### src/rtl/msp_pkg.sv
// Shared constants, types and state codes for the multi-track sample player.
// No dependencies; used by msp_rem and the top module in rtl/.
package msp_pkg;

    localparam int TRACKS      = 8;
    localparam int SLOTS       = 8;
    localparam int SLOT_LEN    = 8192;

    localparam int TRK_W       = 3;
    localparam int SLOT_W      = 3;
    localparam int IDX_W       = 13;
    localparam int LEN_W       = 14;
    localparam int SMP_W       = 16;
    localparam int RATE_W      = 20;
    localparam int LEVEL_W     = 16;
    localparam int FRAC_W      = 16;
    localparam int POS_W       = 30;
    localparam int IPOS_W      = POS_W - FRAC_W;
    localparam int PROD_W      = SMP_W + LEVEL_W + 1;
    localparam int ACC_W       = PROD_W + TRK_W;
    localparam int MEM_DEPTH   = SLOTS * SLOT_LEN;
    localparam int MEM_AW      = SLOT_W + IDX_W;
    localparam int REM_CNT_W   = $clog2(IPOS_W + 1);

    localparam int IN_TDATA_W  = 72;
    localparam int OUT_TDATA_W = 32;

    localparam logic [ACC_W-1:0]   SOUND_FLOOR = ACC_W'(107);
    localparam logic [ACC_W-1:0]   ROUND_HALF  = ACC_W'(16384);
    localparam logic [LEVEL_W-1:0] LEVEL_UNITY = LEVEL_W'(32768);

    typedef enum logic [1:0] {
        ACT_WRITE = 2'd0,
        ACT_START = 2'd1,
        ACT_TICK  = 2'd2
    } t_action;

    typedef enum logic [3:0] {
        ST_IDLE,
        ST_CHK,
        ST_RMOD,
        ST_RD,
        ST_MUL,
        ST_ACC,
        ST_PMOD,
        ST_NEXT,
        ST_OUT
    } t_state;

    typedef struct packed {
        logic              start;
        logic [IPOS_W-1:0] dividend;
        logic [LEN_W-1:0]  divisor;
    } t_rem_req;

    typedef struct packed {
        logic              busy;
        logic              done;
        logic [LEN_W-1:0]  rem;
    } t_rem_rsp;

    typedef struct packed {
        logic rem_start_rd;
        logic rem_start_pos;
        logic ld_ipos_direct;
        logic ld_ipos_rem;
        logic ram_re;
        logic ld_mul;
        logic ld_acc;
        logic ld_pos_direct;
        logic ld_pos_rem;
        logic trk_inc;
        logic tick_init;
        logic out_load;
    } t_ctl;

endpackage

### src/rtl/msp_rem.sv
// Iterative restoring remainder unit, one quotient bit per cycle.
// Depends on msp_pkg (widths, request and response structs).
module msp_rem (
    input  logic              i_clk,
    input  logic              i_rst_n,
    input  msp_pkg::t_rem_req i_req,
    output msp_pkg::t_rem_rsp o_rsp
);

    logic [msp_pkg::LEN_W-1:0]     r_rem;
    logic [msp_pkg::IPOS_W-1:0]    r_dvd;
    logic [msp_pkg::LEN_W-1:0]     r_div;
    logic [msp_pkg::REM_CNT_W-1:0] r_cnt;
    logic                          r_busy;
    logic                          r_done;
    logic [msp_pkg::LEN_W:0]       trial;
    logic [msp_pkg::LEN_W:0]       diff;

    assign trial = {r_rem, r_dvd[msp_pkg::IPOS_W-1]};
    assign diff  = trial - {1'b0, r_div};

    always_ff @(posedge i_clk) begin
        if (!i_rst_n) begin
            r_busy <= 1'b0;
            r_done <= 1'b0;
            r_cnt  <= '0;
        end else begin
            r_done <= 1'b0;
            if (i_req.start && !r_busy) begin
                r_busy <= 1'b1;
                r_cnt  <= msp_pkg::REM_CNT_W'(msp_pkg::IPOS_W);
            end else if (r_busy) begin
                r_cnt <= r_cnt - 1'b1;
                if (r_cnt == msp_pkg::REM_CNT_W'(1)) begin
                    r_busy <= 1'b0;
                    r_done <= 1'b1;
                end
            end
        end
    end

    always_ff @(posedge i_clk) begin
        if (i_req.start && !r_busy) begin
            r_rem <= '0;
            r_dvd <= i_req.dividend;
            r_div <= i_req.divisor;
        end else if (r_busy) begin
            r_dvd <= {r_dvd[msp_pkg::IPOS_W-2:0], 1'b0};
            if (!diff[msp_pkg::LEN_W]) begin
                r_rem <= diff[msp_pkg::LEN_W-1:0];
            end else begin
                r_rem <= trial[msp_pkg::LEN_W-1:0];
            end
        end
    end

    assign o_rsp.busy = r_busy;
    assign o_rsp.done = r_done;
    assign o_rsp.rem  = r_rem;

    a_rem_below_div: assert property (@(posedge i_clk) disable iff (!i_rst_n)
        r_done && r_div != '0 |-> r_rem < r_div)
        else $error("remainder not below divisor");

    a_done_after_busy: assert property (@(posedge i_clk) disable iff (!i_rst_n)
        r_done |-> $past(r_busy))
        else $error("done without a preceding busy cycle");

endmodule

### config.mk
export PLATFORM = sky130hd
export DESIGN_NAME = msp_rem
export DESIGN_NICKNAME = d
export VERILOG_FILES = /design/src/rtl/msp_pkg.sv /design/src/rtl/msp_rem.sv
export SDC_FILE = /design/constraint.sdc
export NUM_CORES = 1
export LEC_CHECK = 0
export BUFFER_PORTS_ARGS = -buffer_cell sky130_fd_sc_hd__buf_2
export CAP_MARGIN = 20
export CORE_MARGIN = 2
export CORE_UTILIZATION = 35
export CTS_BUF_LIST = sky130_fd_sc_hd__clkbuf_4 sky130_fd_sc_hd__clkbuf_8 sky130_fd_sc_hd__clkbuf_16
export CTS_CLUSTER_SIZE = 8
export DETAILED_ROUTE_END_ITERATION = 8
export PLACE_DENSITY = 0.53
export SYNTH_ARGS = -nofsm -noshare
export SYNTH_HDL_FRONTEND = slang
export SYNTH_SLANG_ARGS = --single-unit
export TNS_END_PERCENT = 10
### constraint.sdc
create_clock -name i_clk -period 2.39 [get_ports i_clk]
set_input_delay 0 -clock i_clk [delete_from_list [all_inputs] [get_ports i_clk]]
set_output_delay 0 -clock i_clk [all_outputs]
set_load 0.05 [all_outputs]
==> metrics.yaml <==
outcome:
  outcome: "complete, but fails checks"
  violations: "setup timing"
cts:
  clock_sinks: 48
  clockBufferDepth: 2
  clk_latency_ns: 0.30
  cts_tree: "yes"
  clkTransAtPathRegs_ns: 0.10
  ctsRootBufferMaster: "clkbuf_8"
  cts_buffers: 5
  htreeDepth: 2
timing:
  fmax_mhz: 386
  layout_setup_ws_ns: -0.204
  whs_ns: 0.0311
  hold_viol: 0
  period_minus_slack_ns: 2.59
  period_share_pct: 109
  rsz0062_at_grt: "yes"
  maxSlewHeadroom_pct: 62.0
  setup_viol_count_final: 14
  fin_skew_ns: 0.00924
  max_slew.worst_pin.slew_ns: 0.570
  slew_violations: 0
logic_synthesis:
  post_synth.cell_area_avg_um2: 10.9
  yosysWarningCount: 0
  ys_async_sr_fraction_pct: 0
  yosysTopAreaCell: "edfxtp_1"
  synth_flop_cell: "edfxtp_1"
  netlist_top_cells_area: "edfxtp_1, dfxtp_1, ha_1"
  seq_area_frac_synth_pct: 47.4
  syn_nets: 288
  synth_enable_flop_cells: 28
  syn_area_um2: 2620
  ys_seq_elements: 48
  ys_types: 45
  syn_inst: 240
  netlist.area_leader.share_pct: 32.1
floorplanning:
  die_area_um2: 8190
  core_area_um2: 7250
  die_h_um: 90.5
  die_w_um: 90.5
  ioPinCount: 47
  rows: 31
  initial_core_util_pct: 36.1
worst_setup_path:
  r2r-start: "r_dvd[13]"
  crit_start: "r_dvd[13]"
  crit_required_ns: 2.64
  cp.arrival_ns: 2.84
  crit_fanout: 9
  cp-start-kind: "register"
  critPathKind: "reg2reg"
  end_kind: "register"
layout:
  layout.nets: 377
  area_growth_syn_to_layout_pct: 35.2
  drive_gt1_share_pct: 32.7
  antenna_cells: 0
  stdcell_area_um2: 3540
pwr:
  pwr_density_cell_nw_per_um2: 554
  p_leak_nw: 1.51
  pwr-share-comb_pct: 19.3
  switching_share_pct: 25.9
  ir_drop_mv: 0.311
  pwr-share-clk_pct: 31.0
  p_seq_share_pct: 49.7
  p_int_mw: 1.45
  p_switching_mw: 0.509
routing:
  via_per_inst: 4.63
  antenna_left: 0
  drt-wirelength-per-cell_um: 12.9
  drtPass1Iterations: 4
  vias: 1986
  dr.first_iter.drc_count: 52
  drc: 0
  routed_wl_mm: 5.52
placed_design:
  placed_area_um2: 3110
  gp_congestion: 0.780
  dp_slack_ns: -0.164
  dp_hpwl_mm: 3.91
  portBuffers: 46
job:
  cap_violations: 0
global_route:
  grt_pass1_vias: 1945
  overflow: 0
  track_usage_pct: 13.9
  antenna_found_initial: 0
  grt_max_degree: 20
  grt_pass1_wl_mm: 9.15
hold_path:
  hold_path_startpoint: "i_req[18]"
  hold_class: "in2reg"
[critical path, stage by stage (launching register included)]
cell and delay [ns]:
edfxtp_1 0.39, inv_2 0.08, ha_4 0.13, fa_2 0.23, nor2b_2 0.05, o31a_1 0.26, a32o_2 0.28, o41ai_4 0.38
xnor2_2 0.22, buf_12 0.18, mux2i_1 0.20, a22o_1 0.14
[layout make-up]
class	count	area (µm²)
Inverter	19	71.3
Sequential cell	48	1260
Clock buffer	5	68.8
Multi-Input combinational cell	162	1290
Timing Repair Buffer	93	678
Fill cell	712	3710
Clock inverter	3	47.5
Tap cell	99	124
[power by group through the flow]
stage               combinational [mW]  clock, mW  sequential [mW]
finish                           0.379      0.608            0.977
global route                     0.421      0.672            0.985
CTS                              0.375      0.644            0.977
detailed placement               0.336          0            0.996
global placement                 0.335          0            0.994
floorplan                        0.203          0             1.01
[stage by stage]
step	TNS, ns	instances	util [%]	power (mW)
2_1_floorplan	-1.05	240	-	1.22
3_3_place_gp	-1.06	392	42.9	1.33
3_5_place_dp	-1.95	392	42.9	1.33
4_1_cts	-2.20	428	48.5	2.00
5_1_grt	-4.13	429	48.8	2.08
6_report	-2.33	429	48.8	1.96
[kinds of logic (layout without fill, tap and decap cells)]
kind of cell,count (synthesis),count (layout),share of synthesized area (%)
adders and majority gates,17,17,8.40
and+or+nand+nor,50,50,9.31
AOI/OAI and AO/OA,56,56,14.8
xor gates and xnor gates,13,13,4.63
DFF,48,48,47.4
muxes,26,26,10.6
buffers and inverters,30,120,4.92
[cells in the mapped netlist (4+ instances only)]
master    count
a21oi_1       9
a31oi_1       6
and2_1        5
clkbuf_1      7
dfxtp_1      20
edfxtp_1     28
ha_1         16
inv_1        19
mux2_2       13
mux2i_1      13
nand2_1      18
nor2_1       11
nor2b_1       4
o21a_1        4
o21ai_0      14
xnor2_1       8
xor2_1        4
[layer usage]
layer	vias to the layer above	part of all wire [%]	GRT usage [%]
met5	-	0	0
met4	0	1.2	4.23
met3	5	3.2	3.17
met2	25	46	22.8
met1	908	49	18.3
li1	1048	-	-
[registers in the layout, indices dropped and copies added, names as in the netlist]
signal / flops
r_div: 14
r_dvd: 14
r_rem: 14
r_cnt: 4
r_busy: 1
r_done: 1
[repair_timing]
action | 4_1_cts | 5_1_grt
pin swaps | 1 | 8
resized for setup | 3 | 5
endpoints found under the hold margin | 33 | 0
setup endpoints to repair | 14 | 14
hold buffers | 28 | 0
buffers inserted | 0 | 1
[final timing paths]
| path | cells past startpoint | end | slack (ns) |
|---|---|---|---|
| max | 11 | r_rem[0] | -0.20 |
| max reg2reg | 11 | r_rem[0] | -0.20 |
| min | 2 | r_dvd[4] | 0.03 |
| min reg2reg | 2 | r_rem[9] | 0.48 |
[cells in the final DEF, fill, tap and decap left out, drive strengths merged, types with 3 or more instances in the layout]
| cell type | instances |
|---|---|
| buf | 65 |
| dlygate4sd3 | 28 |
| edfxtp | 28 |
| dfxtp | 20 |
| inv | 19 |
| nand2 | 18 |
| ha | 16 |
| o21ai | 15 |
| mux2 | 13 |
| mux2i | 13 |
| nor2 | 11 |
| a21oi | 9 |
| xnor2 | 9 |
| a31oi | 6 |
| and2 | 5 |
| clkbuf | 5 |
| xor2 | 4 |
| o21a | 4 |
| nor2b | 4 |
| a211oi | 3 |
| a22o | 3 |
| a21o | 3 |
| nor3 | 3 |
No activity file was read; power rests on OpenSTA's default activity.
